--- src/rtl/gfa_pkg.sv ---
`timescale 1ns / 1ps
// Shared types, operation codes and field helpers for the GF(2^8) ALU.
// Depends on nothing; the ALU file takes names from here by scope.
package gfa_pkg;

  // Reduction constant for x^8 = x^4 + x^3 + x + 1, and the bit that shifts out.
  localparam logic [7:0] GF_REDUCE = 8'h1b;
  localparam logic [7:0] GF_TOPBIT = 8'h80;

  // Operation codes carried in the action field.
  localparam logic [2:0] OP_ADD  = 3'd0;
  localparam logic [2:0] OP_MUL  = 3'd1;
  localparam logic [2:0] OP_MULX = 3'd2;
  localparam logic [2:0] OP_INV  = 3'd3;
  localparam logic [2:0] OP_DIV  = 3'd4;

  // One pipeline stage: the operation, the dividend, two power-chain values
  // and the result of the single-stage operations.
  typedef struct packed {
    logic [2:0] op;
    logic [7:0] a;
    logic [7:0] p;
    logic [7:0] q;
    logic [7:0] res;
  } stage_t;

  // Multiply by x with reduction.
  function automatic logic [7:0] gf_times_x(input logic [7:0] v);
    logic [7:0] shifted;
    shifted = {v[6:0], 1'b0};
    if ((v & GF_TOPBIT) != 8'h00) begin
      shifted = shifted ^ GF_REDUCE;
    end
    return shifted;
  endfunction

  // Shift-and-add field multiply, most significant bit of y first.
  function automatic logic [7:0] gf_mul(input logic [7:0] x, input logic [7:0] y);
    logic [7:0] acc;
    acc = 8'h00;
    for (int i = 7; i >= 0; i--) begin
      acc = gf_times_x(acc);
      if (y[i]) begin
        acc = acc ^ x;
      end
    end
    return acc;
  endfunction

  // Squaring is linear over GF(2); synthesis reduces it to an XOR network.
  function automatic logic [7:0] gf_sq(input logic [7:0] x);
    return gf_mul(x, x);
  endfunction

endpackage

--- src/rtl/gfa_if.sv ---
`timescale 1ns / 1ps
// Valid/ready channel interfaces for the GF(2^8) ALU operands and results.
// Depends on nothing.

// Operand channel: action code and two field elements per beat.
interface gfa_in_if;
  logic       valid;
  logic       ready;
  logic [2:0] action;
  logic [7:0] a;
  logic [7:0] b;

  modport source (output valid, output action, output a, output b, input ready);
  modport sink   (input valid, input action, input a, input b, output ready);
endinterface

// Result channel: one field element per beat.
interface gfa_out_if;
  logic       valid;
  logic       ready;
  logic [7:0] result;

  modport source (output valid, output result, input ready);
  modport sink   (input valid, input result, output ready);
endinterface

--- src/rtl/gf256_field_alu.sv ---
`timescale 1ns / 1ps
// GF(2^8) arithmetic unit: add, multiply, multiply by x, inverse and divide.
// Depends on gfa_pkg and the channel interfaces in gfa_if.sv.
//
// The unit is a seven-stage pipeline that accepts one beat per cycle and
// returns each result from its last stage, both only while the
// result channel does not stall. The stage count is set by the inverse,
// a^254, which is built from a fixed chain of field multiplies and squarings with
// at most one full multiply plus one squaring per stage; divide adds its
// final multiply in the last stage. All operations pass through every stage,
// so results leave in order. When the result side stalls the whole pipeline
// holds, and in_bus.ready falls only while a finished result waits. Inverse
// of zero and division by zero yield zero; unused action codes yield zero.
module gf256_field_alu (
  input  logic      clk,
  input  logic      rst_n,
  gfa_in_if.sink    in_bus,
  gfa_out_if.source out_bus
);

  localparam int NSTAGE = 7;

  gfa_pkg::stage_t s_r   [NSTAGE];
  gfa_pkg::stage_t s_nxt [NSTAGE];
  logic [NSTAGE-1:0] v_r;
  logic              adv;
  logic [7:0]        x_in;
  logic [7:0]        x2_in;
  logic [7:0]        inv_fin;

  // The pipeline moves whenever the last stage is empty or being taken.
  assign adv          = !v_r[NSTAGE-1] || out_bus.ready;
  assign in_bus.ready = adv;

  // Divide inverts b; every other operation feeds a into the power chain.
  assign x_in  = (in_bus.action == gfa_pkg::OP_DIV) ? in_bus.b : in_bus.a;
  assign x2_in = gfa_pkg::gf_sq(x_in);

  // Final squaring gives the inverse.
  assign inv_fin = gfa_pkg::gf_sq(s_r[5].p);

  // Stage logic: each stage advances the power chain by one step.
  always_comb begin
    // Stage 1: a^2, a^3 and the single-step operations.
    s_nxt[0].op = in_bus.action;
    s_nxt[0].a  = in_bus.a;
    s_nxt[0].p  = x2_in;
    s_nxt[0].q  = gfa_pkg::gf_mul(x2_in, x_in);
    case (in_bus.action)
      gfa_pkg::OP_ADD:  s_nxt[0].res = in_bus.a ^ in_bus.b;
      gfa_pkg::OP_MUL:  s_nxt[0].res = gfa_pkg::gf_mul(in_bus.a, in_bus.b);
      gfa_pkg::OP_MULX: s_nxt[0].res = gfa_pkg::gf_times_x(in_bus.a);
      default:          s_nxt[0].res = 8'h00;
    endcase

    // Stage 2: a^4 and a^7.
    s_nxt[1]   = s_r[0];
    s_nxt[1].p = gfa_pkg::gf_sq(s_r[0].p);
    s_nxt[1].q = gfa_pkg::gf_mul(gfa_pkg::gf_sq(s_r[0].p), s_r[0].q);

    // Stage 3: a^15 = a^7 * a^8, keeping a^7.
    s_nxt[2]   = s_r[1];
    s_nxt[2].p = gfa_pkg::gf_mul(s_r[1].q, gfa_pkg::gf_sq(s_r[1].p));

    // Stage 4: a^30 and a^37 = a^7 * a^30.
    s_nxt[3]   = s_r[2];
    s_nxt[3].p = gfa_pkg::gf_sq(s_r[2].p);
    s_nxt[3].q = gfa_pkg::gf_mul(s_r[2].q, gfa_pkg::gf_sq(s_r[2].p));

    // Stage 5: a^60 and a^67 = a^37 * a^30.
    s_nxt[4]   = s_r[3];
    s_nxt[4].p = gfa_pkg::gf_sq(s_r[3].p);
    s_nxt[4].q = gfa_pkg::gf_mul(s_r[3].q, s_r[3].p);

    // Stage 6: a^127 = a^60 * a^67.
    s_nxt[5]   = s_r[4];
    s_nxt[5].p = gfa_pkg::gf_mul(s_r[4].p, s_r[4].q);

    // Stage 7: a^254, the divide multiply, and the result select.
    s_nxt[6] = s_r[5];
    case (s_r[5].op)
      gfa_pkg::OP_ADD,
      gfa_pkg::OP_MUL,
      gfa_pkg::OP_MULX: s_nxt[6].res = s_r[5].res;
      gfa_pkg::OP_INV:  s_nxt[6].res = inv_fin;
      gfa_pkg::OP_DIV:  s_nxt[6].res = gfa_pkg::gf_mul(s_r[5].a, inv_fin);
      default:          s_nxt[6].res = 8'h00;
    endcase
  end

  // Valid bits travel with the data; reset clears only the valid bits.
  always_ff @(posedge clk) begin
    if (!rst_n) begin
      v_r <= '0;
    end else if (adv) begin
      v_r <= {v_r[NSTAGE-2:0], in_bus.valid};
    end
  end

  // Stage payload registers.
  always_ff @(posedge clk) begin
    if (adv) begin
      for (int i = 0; i < NSTAGE; i++) begin
        s_r[i] <= s_nxt[i];
      end
    end
  end

  // Result channel.
  assign out_bus.valid  = v_r[NSTAGE-1];
  assign out_bus.result = s_r[NSTAGE-1].res;

endmodule
--- src/flat_wrapper.sv ---
// flat-port wrapper written by rule: the top's interface ports become plain ports
module gf256_field_alu_flat 
  (clk, rst_n, in_bus_valid, in_bus_action, in_bus_a, in_bus_b, in_bus_ready, out_bus_valid, out_bus_result, out_bus_ready);
  gfa_in_if in_bus_i ();
  gfa_out_if out_bus_i ();
  input  logic clk;
  input  logic rst_n;
  input wire logic [$bits(in_bus_i.valid)-1:0] in_bus_valid;
  input wire logic [$bits(in_bus_i.action)-1:0] in_bus_action;
  input wire logic [$bits(in_bus_i.a)-1:0] in_bus_a;
  input wire logic [$bits(in_bus_i.b)-1:0] in_bus_b;
  output wire logic [$bits(in_bus_i.ready)-1:0] in_bus_ready;
  output wire logic [$bits(out_bus_i.valid)-1:0] out_bus_valid;
  output wire logic [$bits(out_bus_i.result)-1:0] out_bus_result;
  input wire logic [$bits(out_bus_i.ready)-1:0] out_bus_ready;
  assign in_bus_i.valid = in_bus_valid;
  assign in_bus_i.action = in_bus_action;
  assign in_bus_i.a = in_bus_a;
  assign in_bus_i.b = in_bus_b;
  assign in_bus_ready = in_bus_i.ready;
  assign out_bus_valid = out_bus_i.valid;
  assign out_bus_result = out_bus_i.result;
  assign out_bus_i.ready = out_bus_ready;
  gf256_field_alu u_core (.clk(clk), .rst_n(rst_n), .in_bus(in_bus_i), .out_bus(out_bus_i));
endmodule
--- config.mk ---
export PLATFORM = sky130hd
export DESIGN_NAME = gf256_field_alu_flat
export DESIGN_NICKNAME = d
export VERILOG_FILES = /design/src/rtl/gfa_pkg.sv /design/src/rtl/gfa_if.sv /design/src/rtl/gf256_field_alu.sv /design/src/flat_wrapper.sv
export SDC_FILE = /design/constraint.sdc
export NUM_CORES = 1
export LEC_CHECK = 0
export BUFFER_PORTS_ARGS = -buffer_cell sky130_fd_sc_hd__buf_2
export CAP_MARGIN = 20
export CORE_ASPECT_RATIO = 1.5
export CORE_MARGIN = 2
export CORE_UTILIZATION = 60
export DETAILED_ROUTE_END_ITERATION = 10
export PLACE_DENSITY = 0.89
export SKIP_LAST_GASP = 1
export SLEW_MARGIN = 15
export SYNTH_ARGS = -nofsm -noshare
export SYNTH_HDL_FRONTEND = slang
export SYNTH_SLANG_ARGS = --single-unit
--- constraint.sdc ---
create_clock -name clk -period 18.6 [get_ports clk]
set_input_delay 3.72 -clock clk [delete_from_list [all_inputs] [get_ports clk]]
set_output_delay 3.72 -clock clk [all_outputs]
set_load 0.1 [all_outputs]
======== Word level (Yosys, flattened, before mapping) ========
Memory sizes are Yosys's and may differ from the RTL's.
Index checks and enable logic that the tools add are counted.
cells by class
  add/sub/neg operators ................... 0
  muxes and demuxes ....................... 244
  reductions and logical operators ........ 5
  shift-type cells ........................ 0
  equal/unequal tests ..................... 7
  order comparisons ....................... 0
  bitwise gates (word level) .............. 198
  multiply operators ...................... 0
  div/mod/pow operators ................... 0
operator list
  cell                                           count
  2-to-1 mux 8 bit                               141
  bitwise XOR 8 bit                              99
  2-to-1 mux 5 bit                               99
  NOT 4 bit                                      99
  one-hot mux 8 bit (3 select lines)             2
  == test 3 x 2 -> 1 bit, second input constant  3
  == test 3 x 1 -> 1 bit, second input constant  2
  == test 3 bit, second input constant           2
  zero test 3 bit                                2
  OR reduction 3 bit                             1
  2-to-1 mux 1 bit                               2
  zero test 1 bit                                1
  logical OR 1 bit                               1
word-level totals
  bits in writable memories ............... 245
  memories ................................ 1
  ROM bits ................................ 0
  logic and storage cells ................. 456
  register bits after elaboration ......... 7
  bits in latches ......................... 0
  output and inout port bits .............. 10
memories
  name        words  width  rd ports  clocked after Yosys merged registers in  write ports  line                   RTL
  u_core.s_r  7      35     7         0                                        7            gf256_field_alu.sv:23  gfa_pkg::stage_t s_r [NSTAGE];

======== Depth between registers and ports, before layout ========
Gate-level depths: netlist of the first run.
  word-level depth ........................ 73
  depth in mapped cells ................... 16
  gate-level depth less buffers ........... 13

======== Worst setup path after synthesis of the first run ========
No wires, ideal clock.
  kind .................................... in2out
  start point ............................. input port out_bus_ready
  end point ............................... output port in_bus_ready
  stages .................................. 3
  arrival ................................. 8618 ps
  setup slack ............................. 6262 ps
  path through ............................ nor2b_1 > clkbuf_1 > inv_1
on the way
  cells in the longest elaborated chain, start to end .. 1
RTL lines
  what              line                   RTL
  start, declared   flat_wrapper.sv:15     input wire logic [$bits(out_bus_i.ready)-1:0] out_bus_ready;
  logical OR 1 bit  gf256_field_alu.sv:32  assign adv = !v_r[NSTAGE-1] || out_bus.ready;
  end, declared     flat_wrapper.sv:12     output wire logic [$bits(in_bus_i.ready)-1:0] in_bus_ready;
No other way between the ends.

======== Worst setup path after layout of the first run ========
Same ends and word-level chain as after synthesis.

==> key figures, run 1 <==
Logic synthesis
  • EDFF count, synth: 210
  • Share of the yosys chip area belonging to registers: 37.3%
  • Share of synthesized area spent on multiplexers: 2.80%
  • Synth top cells by count: nand2_1, xnor2_1, edfxtp_1
  • Ys async rst share: 0%
  • Yosys warning count: 0
  • Area share of xor/xnor cells in the synthesized design: between 30 and 40%
  • Dominant cells by area after synthesis: edfxtp_1, xnor2_1, nand2_1
  • Share of the synthesized area in the top cell type: 36.5%
  • Post-synthesis cell type count: slightly below 70
  • Nets in the synthesized netlist: 1917
  • Synthesized instance count: 1887
  • Share of the synthesized area in compound gates (AO/OA/AOI/OAI): 8.02%
  • Library cell with the largest summed area after synthesis: edfxtp_1
  • Main combinational cell family by area after synthesis: XOR/XNOR gates
  • Adder and majority cell fraction of the synthesized area: 0.507%
  • Per-instance average area after synthesis: 9.16 sq um
  • Post-synthesis instance area: 17300 sq um
  • #FFs+latches synth: between 200 and 250
  • Fraction of the mapped netlist area in simple logic gates: between 10% and 20%
  • Synth Flop Type: edfxtp_1
  • Most common cell in the synthesized netlist: nand2_1

Clock tree
  • Master cell of the clock root buffer: clkbuf_16
  • Count of buffers added by post-CTS timing repair for setup: 0
  • Clock tree from TritonCTS: yes
  • # clock sinks: around 220
  • Number of gates resized after cts: 0
  • Post-CTS clock slew at the launch and capture registers of the worst setup and hold paths: 0.07 ns
  • Number of buffers inserted during clock tree synthesis: 22
  • Maximum level of the CTS H-tree: 1
  • Clock Latency Late Sink: 0.54 ns
  • Maximum buffer depth of the clock tree: 3
  • Count of hold-fix buffers inserted at cts: 0

Layout
  • Area growth from synthesis to layout: 5.36%
  • Count of nets after finishing: 1847
  • Share of layout cells above drive strength 1: 5.67%

Floorplanning
  • Overall die area: a little over 30000 sq um
  • Die height: 212 um
  • Initial core utilization: 60.6%
  • Floorplan core area: 28500 sq um
  • Number of placed I/O pins: 33
  • Die span in x: 143 um
  • # rows: 76

Routing
  • Total length of routed wires: 39.0 mm
  • Count of antenna-violating nets left after detailed routing: 0
  • DRC errors left: 0
  • Avg Vias per Cell: 6.02
  • Number of detailed-routing iterations run before antenna repair: 9
  • First-iteration detailed-routing DRC count: around 1000
  • Wire length per cell: between 15 and 20 um
  • Vias after detailed routing: approximately 13000

Global route
  • Gr ovfl total: 0
  • All-layer global routing usage: approximately a quarter
  • Maximum number of pins on one net before global-route repair: 83
  • Number of global-route vias before repair: 13259
  • Wire length of the first global-routing pass: roughly 64 mm
  • Number of antenna violations at the first check in global routing: 1

Worst setup path
  • Data required time at the worst endpoint: around 15 ns
  • Worst-path maximum fanout: 62
  • Critical path launch point type: input port
  • Crit end category: output port
  • Signal arrival time at the worst endpoint: around 5.3 ns
  • Critical path class: in2out

Flow run
  • Number of max-cap violations: 0

STA
  • Share of the clock period used by the worst path after layout: 48.4%
  • Number of failing setup endpoints in the final timing report: 0
  • Setup repair after global routing missed its margin: false
  • Final hold viol count: 0
  • Fin. max-slew vios: 0
  • Shortest clock period the worst path allows after layout: 9.01 ns
  • Fmax: 0.111 GHz
  • Setup Total Neg Slack: 0 ns
  • Worst Tran Pin Value: 1.15 ns
  • Relative slew slack: 23.0%
  • Worst-case clock skew: between 0.01 and 0.015 ns

Worst hold path
  • Min-Delay Path Class: reg2reg

Status
  • Status: finished clean

Placement
  • GPL Wtd Cong: 0.930
  • Port-buffer cells: 32
  • DPL Wire Length: 26.2 mm
==> registers in the layout, summed over array words and instances, names as in the netlist <==
register,flops
u_core.v_r,7
u_core.s_r,210
==> final timing paths <==
kind	startpoint	end	slack (ns)	depth (start not counted)
worst min-delay path	u_core.s_r[4][24]$_DFFE_PP_	u_core.s_r[5][24]$_DFFE_PP_	0.41	0
worst min register to register	u_core.s_r[4][24]$_DFFE_PP_	u_core.s_r[5][24]$_DFFE_PP_	0.41	0
worst max-delay path	out_bus_ready	in_bus_ready	9.59	4
worst max register to register	u_core.s_r[5][22]$_DFFE_PP_	u_core.s_r[6][1]$_DFFE_PP_	14.52	9
==> metrics by stage <==
stage / worst slack (ns) / cell area [sq um] / instances / hold WS [ns] / util (%)
3_3_place_gp: 9.74 / 17500 / 2144 / 0.401 / 61.2
5_1_grt: 9.50 / 18200 / 2185 / 0.421 / 63.8
3_5_place_dp: 9.65 / 17500 / 2144 / 0.405 / 61.2
6_report: 9.59 / 18200 / 2185 / 0.406 / 63.8
4_1_cts: 9.61 / 18200 / 2184 / 0.416 / 63.8
2_1_floorplan: 6.26 / 17300 / 1887 / 0.400 / -
==> final cells by class <==
cell class | instances | area [sq um]
Tap cell | 351 | 439
Clock buffer | 26 | 566
Timing Repair Buffer | 48 | 280
Inverter | 29 | 116
Clock inverter | 14 | 170
Antenna cell | 1 | 2.50
Multi-Input combinational cell | 1499 | 10200
Sequential cell | 217 | 6450
Fill cell | 2074 | 10300
==> kinds of logic after synthesis <==
| group | after synthesis |
|---|---|
| compound gates | 217 |
| mux | 46 |
| xor+xnor | 602 |
| buf+inv | 171 |
| simple gates | 627 |
| fa+ha+maj | 7 |
| flops | 217 |
==> critical path, cell delays in order <==
cell	delay [ns]
buf_2	0.11
nor2b_1	0.64
inv_8	0.34
buf_2	0.42
==> cell usage in the layout (no fill, tap or decap), drive strengths merged, types with 32 or more instances in the layout <==
cell,synthesis,final
xnor2,449,449
edfxtp,210,210
buf,28,48
mux2i,38,38
nor2,53,53
inv,29,32
nand2,478,478
xor2,126,126
a21oi,50,50
o21ai,57,57
==> routing by layer <==
| metal | share of wire (%) | track usage, % | wire [um] | vias to the layer above |
|---|---|---|---|---|
| met2 | 54 | 48.6 | 21000 | 610 |
| met4 | 5.8 | 15.9 | 2270 | 0 |
| met5 | 0 | 0 | 0 | - |
| li1 | - | - | - | 6096 |
| met1 | 34 | 26.9 | 13400 | 6254 |
| met3 | 6.0 | 2.99 | 2350 | 187 |
Power of run 1 is left out: the tool's default activity adds up to more than one toggle a clock period on the data nets, which glitch-free logic cannot reach.
==> run 2, diff against run 1 <==
--- a/config.mk
+++ b/config.mk
@@ -5,6 +5,7 @@
 export SDC_FILE = /design/constraint.sdc
 export NUM_CORES = 1
 export LEC_CHECK = 0
+export ABC_AREA = 1
 export BUFFER_PORTS_ARGS = -buffer_cell sky130_fd_sc_hd__buf_2
 export CAP_MARGIN = 20
 export CORE_ASPECT_RATIO = 1.5
==> constraint.sdc (replaced) <==
create_clock -name clk -period 8.7 [get_ports clk]
set_input_delay 1.74 -clock clk [delete_from_list [all_inputs] [get_ports clk]]
set_output_delay 1.74 -clock clk [all_outputs]
set_load 0.1 [all_outputs]
==> key figures, run 2 <==
Worst hold path
  • Cell depth of the worst hold path: 0
  • Min-Delay Path Class: reg2reg

Floorplanning
  • Overall die area: 29600 sq um
  • Die height: 210 um
  • Number of placed I/O pins: 33
  • Floorplan core area: ~28000 sq um
  • Initial core utilization: about three fifths
  • Die span in x: 141 um
  • # rows: 75

Worst setup path
  • Crit end category: output port
  • Crit-path cells: buf_2 > nor2_1 > inv_8 > buf_2
  • Capture point of the worst reg-to-reg path: u_core.s_r[1][12]$_DFFE_PP_
  • Critical path's most frequent cell: buf_2
  • Critical path class: in2out
  • Signal arrival time at the worst endpoint: 3.51 ns
  • Data required time at the worst endpoint: 6.96 ns
  • Cells on worst reg2reg path: 13
  • Startpoint of the lowest-slack register-to-register path: u_core.s_r[0][23]$_DFFE_PP_
  • Worst-path maximum fanout: roughly 160
  • Setup slack on the worst flop-to-flop path: around 5 ns
  • Crit path largest cell delay: ~0.61 ns
  • Worst setup path end: in_bus_ready
  • Critical path launch point type: input port
  • Critical Path Slowest Stage Cell: nor2_1
  • Crit. Startpoint: out_bus_ready

Logic synthesis
  • Nets in the synthesized netlist: 2053
  • Post-synthesis instance area: approximately 17000 sq um
  • Synth Flop Type: edfxtp_1
  • Post-synthesis cell type count: between 40 and 50
  • EDFF count, synth: 210
  • Dominant cells by area after synthesis: edfxtp_1, xor2_1, nand2_1
  • Per-instance average area after synthesis: 8.37 sq um
  • Share of the yosys chip area belonging to registers: between 30% and 40%
  • Most common cell in the synthesized netlist: nand2_1
  • Synthesized instance count: 2023
  • Synth top cells by count: nand2_1, xor2_1, edfxtp_1
  • Yosys warning count: 0
  • Share of the synthesized area in the top cell type: 37.2%
  • Ys async rst share: 0%
  • Library cell with the largest summed area after synthesis: edfxtp_1
  • #FFs+latches synth: approximately 220

Clock tree
  • Post-CTS clock slew at the launch and capture registers of the worst setup and hold paths: 0.07 ns
  • Count of buffers added by post-CTS timing repair for setup: 0
  • # clock sinks: between 200 and 250
  • Clock tree from TritonCTS: yes
  • Number of gates resized after cts: 0
  • Master cell of the clock root buffer: clkbuf_16
  • Clock Latency Late Sink: just over 0.5 ns
  • Number of buffers inserted during clock tree synthesis: 21
  • Maximum buffer depth of the clock tree: 3
  • Count of hold-fix buffers inserted at cts: 0
  • Maximum level of the CTS H-tree: 1

Routing
  • Avg Vias per Cell: 5.46
  • Wire length per cell: 15.6 um
  • Wire length on met1: about 13 mm
  • First-iteration detailed-routing DRC count: 763
  • Count of antenna-violating nets left after detailed routing: 0
  • Wire length on met3: 1.50 mm
  • Sum of met2 wire segment lengths after detailed routing: approximately 21 mm
  • Highest metal layer with signal wires: met4
  • Total length of routed wires: approximately 37 mm
  • Vias after detailed routing: 12985
  • DRC errors left: 0
  • Number of detailed-routing iterations run before antenna repair: 7

Layout
  • Register name with the most flops: u_core.s_r
  • Leading cell type in the layout, fill and taps excluded: nand2_1
  • Share of layout cells above drive strength 1: 7.68%
  • Max reg flops: 210
  • Antenna diode count: 0
  • Commonest cells after routing, fill and taps aside: nand2_1, xor2_1, edfxtp_1
  • Filler Cells Inserted: roughly 2200
  • Area growth from synthesis to layout: 6.04%
  • Final standard cell utilization of the core: between 60% and 70%
  • Largest registers ranked by flip-flop count: u_core.s_r: 210 flops, u_core.v_r: 7 flops
  • Count of nets after finishing: between 2000 and 2500

STA
  • Fmax: 0.191 GHz
  • Relative slew slack: 30.5%
  • Share of the clock period used by the worst path after layout: 60.3%
  • Final critical-path setup slack: 3.45 ns
  • Setup Total Neg Slack: 0 ns
  • Number of failing setup endpoints in the final timing report: 0
  • Worst Tran Pin Value: 1.04 ns
  • Post-Route Hold Slack: 0.413 ns
  • Shortest clock period the worst path allows after layout: 5.25 ns
  • Worst-case clock skew: 0.0174 ns
  • Setup repair after global routing missed its margin: false
  • Fin. max-slew vios: 0
  • Final hold viol count: 0

Placement
  • DPL Wire Length: between 20 and 30 mm
  • GPL Wtd Cong: 0.989
  • Placement Setup Slack: about 3.2 ns
  • Port-buffer cells: 32

Global route
  • Maximum number of pins on one net before global-route repair: 165
  • Wire length of the first global-routing pass: between 60 and 70 mm
  • Gr ovfl total: 0
  • Number of antenna violations at the first check in global routing: 0
  • All-layer global routing usage: around 25%
  • Number of global-route vias before repair: 13163

Status
  • Status: finished clean

Flow run
  • Number of max-cap violations: 0
[run 2: cell types whose count changed after synthesis, moves of 23 or more]
cell / before / now
xnor2_1: 448 / 197
xor2_1: 126 / 377
nor2_1: 53 / 209
inv_1: 26 / 156
nand2_1: 478 / 551
clkbuf_1: 112 / 41
nand3_1: 25 / 65
a21oi_1: 50 / 11
mux2i_1: 37 / 0
nand2_2: 0 / 28
nor3_1: 25 / 2
[run 2: metrics by stage]
step / cells / area (sq um)
global placement: 2341 / 17300
detailed placement: 2341 / 17300
floorplan: 2023 / 16900
finish: 2378 / 18000
global route: 2378 / 18000
CTS: 2378 / 18000
[run 2: how the worst min path moves through the flow]
stage                                  end                   startpoint
2_1_floorplan   u_core.s_r[1][0]$_DFFE_PP_   u_core.s_r[0][0]$_DFFE_PP_
3_3_place_gp   u_core.s_r[3][30]$_DFFE_PP_  u_core.s_r[2][30]$_DFFE_PP_
3_5_place_dp    u_core.s_r[1][0]$_DFFE_PP_   u_core.s_r[0][0]$_DFFE_PP_
4_1_cts        u_core.s_r[1][28]$_DFFE_PP_  u_core.s_r[0][28]$_DFFE_PP_
5_1_grt        u_core.s_r[1][27]$_DFFE_PP_  u_core.s_r[0][27]$_DFFE_PP_
6_report        u_core.s_r[4][7]$_DFFE_PP_   u_core.s_r[3][7]$_DFFE_PP_
[run 2: area by class of cell]
cell class / count / area (sq um) / area share, %
clock buffers: 24 / 547 / 3.04
clock inverters: 13 / 158 / 0.878
inverters: 174 / 663 / 3.69
multi-input cells: 1571 / 9550 / 53.1
flip-flops and latches: 217 / 6450 / 35.9
well taps: 346 / 433 / 2.41
repair buffers: 33 / 168 / 0.934
[run 2: routing by layer]
metal	global-route usage (%)	vias up
li1	-	6255
met1	24.6	6122
met2	50.5	443
met3	2.37	165
met4	14.1	0
met5	0	-
[run 2: critical path: cells and delay by family]
family / cells / cell delay [ns]
simple gates: 1 / 0.61
buf+inv: 3 / 1.11
[run 2: kinds of logic after synthesis]
group | Yosys count | share of synthesized area [%]
and+or+nand+nor | 900 | 22.0
adders and majority gates | 7 | 0.517
buffers and inverters | 235 | 5.58
AOI/OAI and AO/OA | 78 | 2.89
xor gates and xnor gates | 586 | 30.9
DFF | 217 | 38.1
Power of run 2 is left out for the same reason.
==> run 3, diff against run 2 <==
--- a/config.mk
+++ b/config.mk
@@ -10,7 +10,7 @@
 export CAP_MARGIN = 20
 export CORE_ASPECT_RATIO = 1.5
 export CORE_MARGIN = 2
-export CORE_UTILIZATION = 60
+export CORE_UTILIZATION = 58
 export DETAILED_ROUTE_END_ITERATION = 10
 export PLACE_DENSITY = 0.89
 export SKIP_LAST_GASP = 1
==> constraint.sdc (replaced) <==
create_clock -name clk -period 4.55 [get_ports clk]
set_input_delay 0.91 -clock clk [delete_from_list [all_inputs] [get_ports clk]]
set_output_delay 0.91 -clock clk [all_outputs]
set_load 0.1 [all_outputs]
==> key figures, run 3 (synthesis gave the netlist of run 2 again) <==
Status
  • Status: finished clean

Clock tree
  • Number of buffers inserted during clock tree synthesis: 20
  • Count of hold-fix buffers inserted at cts: 0
  • Count of buffers added by post-CTS timing repair for setup: 0
  • Clock tree from TritonCTS: yes
  • Maximum buffer depth of the clock tree: 3
  • # clock sinks: approximately 220
  • Number of gates resized after cts: 0
  • Maximum level of the CTS H-tree: 1
  • Clock Latency Late Sink: 0.51 ns
  • Post-CTS clock slew at the launch and capture registers of the worst setup and hold paths: 0.06 ns
  • Master cell of the clock root buffer: clkbuf_16

Routing
  • Vias after detailed routing: 13031
  • Count of antenna-violating nets left after detailed routing: 0
  • Total length of routed wires: 37.6 mm
  • First-iteration detailed-routing DRC count: 765
  • DRC errors left: 0
  • Number of detailed-routing iterations run before antenna repair: 7
  • Avg Vias per Cell: 5.33
  • Wire length per cell: 15.4 um

STA
  • Relative slew slack: ~22%
  • Share of the clock period used by the worst path after layout: between 80 and 90%
  • Fmax: 0.269 GHz
  • Worst Tran Pin Value: 1.16 ns
  • Shortest clock period the worst path allows after layout: 3.72 ns
  • Fin. max-slew vios: 0
  • Number of failing setup endpoints in the final timing report: 0
  • Final hold viol count: 0
  • Setup repair after global routing missed its margin: false
  • Worst-case clock skew: 0.0190 ns

Worst setup path
  • Data required time at the worst endpoint: 4.79 ns
  • Startpoint of the lowest-slack register-to-register path: u_core.s_r[0][23]$_DFFE_PP_
  • Worst setup path end: u_core.s_r[0][11]$_DFFE_PP_
  • Cells on worst reg2reg path: 13
  • Critical path class: in2reg
  • Crit end category: flip-flop
  • Crit path largest cell delay: 0.32 ns
  • Critical path launch point type: input port
  • Crit-path cells: buf_2 > nor2_4 > nand2_2 > buf_4 > o21ai_2 > nand2_2 > nand2_2 > inv_2 > nand2_2 > nand3_1 > nand2_1 > o21ai_0 > o21ai_1 > inv_1 > or2_1 > nand2_1 > nand2_1 > nand2_2 > xor2_1 > inv_1 > nand2_1 > nand2_1 > xor2_1
  • Worst-path maximum fanout: 13
  • Setup slack on the worst flop-to-flop path: 0.98 ns
  • Crit. Startpoint: in_bus_action[1]
  • Signal arrival time at the worst endpoint: around 4 ns
  • Capture point of the worst reg-to-reg path: u_core.s_r[1][12]$_DFFE_PP_
  • Critical Path Slowest Stage Cell: nand2_1

Layout
  • Register name with the most flops: u_core.s_r
  • Layout Cells excl Fill: 2444
  • Filler Cells Inserted: 2268
  • Count of nets after finishing: 2070
  • Largest registers ranked by flip-flop count: u_core.s_r: 210 flops, u_core.v_r: 7 flops
  • Max reg flops: 210
  • Area growth from synthesis to layout: 7.05%
  • Final standard cell utilization of the core: 63.1%
  • Share of layout cells above drive strength 1: under 10%
  • Leading cell type in the layout, fill and taps excluded: nand2_1
  • Antenna diode count: 0
  • Commonest cells after routing, fill and taps aside: nand2_1, xor2_1, edfxtp_1

Worst hold path
  • Min-Delay Path Class: reg2reg

Floorplanning
  • Number of placed I/O pins: 33
  • Die span in x: 144 um
  • Die height: ~210 um
  • # rows: 76
  • Floorplan core area: 28700 sq um
  • Initial core utilization: 59.0%
  • Overall die area: 30600 sq um

Global route
  • Maximum number of pins on one net before global-route repair: 217
  • Number of antenna violations at the first check in global routing: 0
  • Wire length of the first global-routing pass: 62.1 mm
  • Number of global-route vias before repair: 13322
  • All-layer global routing usage: 25.0%
  • Gr ovfl total: 0

Placement
  • Port-buffer cells: 32
  • Cells after DPL: 2408
  • GPL Wtd Cong: 0.992
  • DPL Wire Length: 27.8 mm

Flow run
  • Number of max-cap violations: 0
-- run 3: changes by cell type in the layout (fill, tap and decap cells not counted), sizes merged --
cell    previous run  this run
buf               33        56
clkbuf            24        29
inv              174       169
bufinv             3         1
clkinv             9        10
-- run 3: worst max-delay path, delay by kind of cell --
family	cells	cell delay, ns
xor gates and xnor gates	2	0.34
AOI/OAI and AO/OA	3	0.49
and+or+nand+nor	13	1.63
buffers and inverters	5	0.58
-- run 3: area by class of cell --
class	count	area [sq um]	share of cell area, %
multi-input cells	1571	9550	52.7
repair buffers	56	353	1.95
clock inverters	7	86.3	0.476
well taps	390	488	2.69
inverters	174	659	3.64
clock buffers	29	544	3.00
flip-flops and latches	217	6450	35.6
-- run 3: stage by stage --
stage | setup WS, ns | area [sq um] | hold WS [ns] | TNS (ns)
final | 0.831 | 18100 | 0.414 | 0
after global routing | 0.557 | 18100 | 0.423 | 0
after CTS | 0.844 | 18100 | 0.415 | 0
after detailed placement | 0.343 | 17500 | 0.405 | 0
after global placement | 0.420 | 17500 | 0.400 | 0
after floorplan | -0.583 | 17000 | 0.400 | -123.36
-- run 3: how the worst min path moves through the flow --
stage,end,slack [ns],startpoint,cells after the start
after global placement,u_core.s_r[3][26]$_DFFE_PP_,0.40,u_core.s_r[2][26]$_DFFE_PP_,0
after global routing,u_core.s_r[3][5]$_DFFE_PP_,0.42,u_core.s_r[2][5]$_DFFE_PP_,0
after CTS,u_core.s_r[1][26]$_DFFE_PP_,0.42,u_core.s_r[0][26]$_DFFE_PP_,0
after detailed placement,u_core.s_r[1][26]$_DFFE_PP_,0.40,u_core.s_r[0][26]$_DFFE_PP_,0
after floorplan,u_core.s_r[1][0]$_DFFE_PP_,0.40,u_core.s_r[0][0]$_DFFE_PP_,0
final,u_core.s_r[1][27]$_DFFE_PP_,0.41,u_core.s_r[0][27]$_DFFE_PP_,0
-- run 3: layer usage --
metal / GRT usage, % / part of all wire, %
met2: 49.3 / 55
met1: 24.4 / 35
met5: 0 / 0
met3: 2.67 / 4.2
met4: 15.1 / 6.6
Power of run 3 is left out for the same reason.
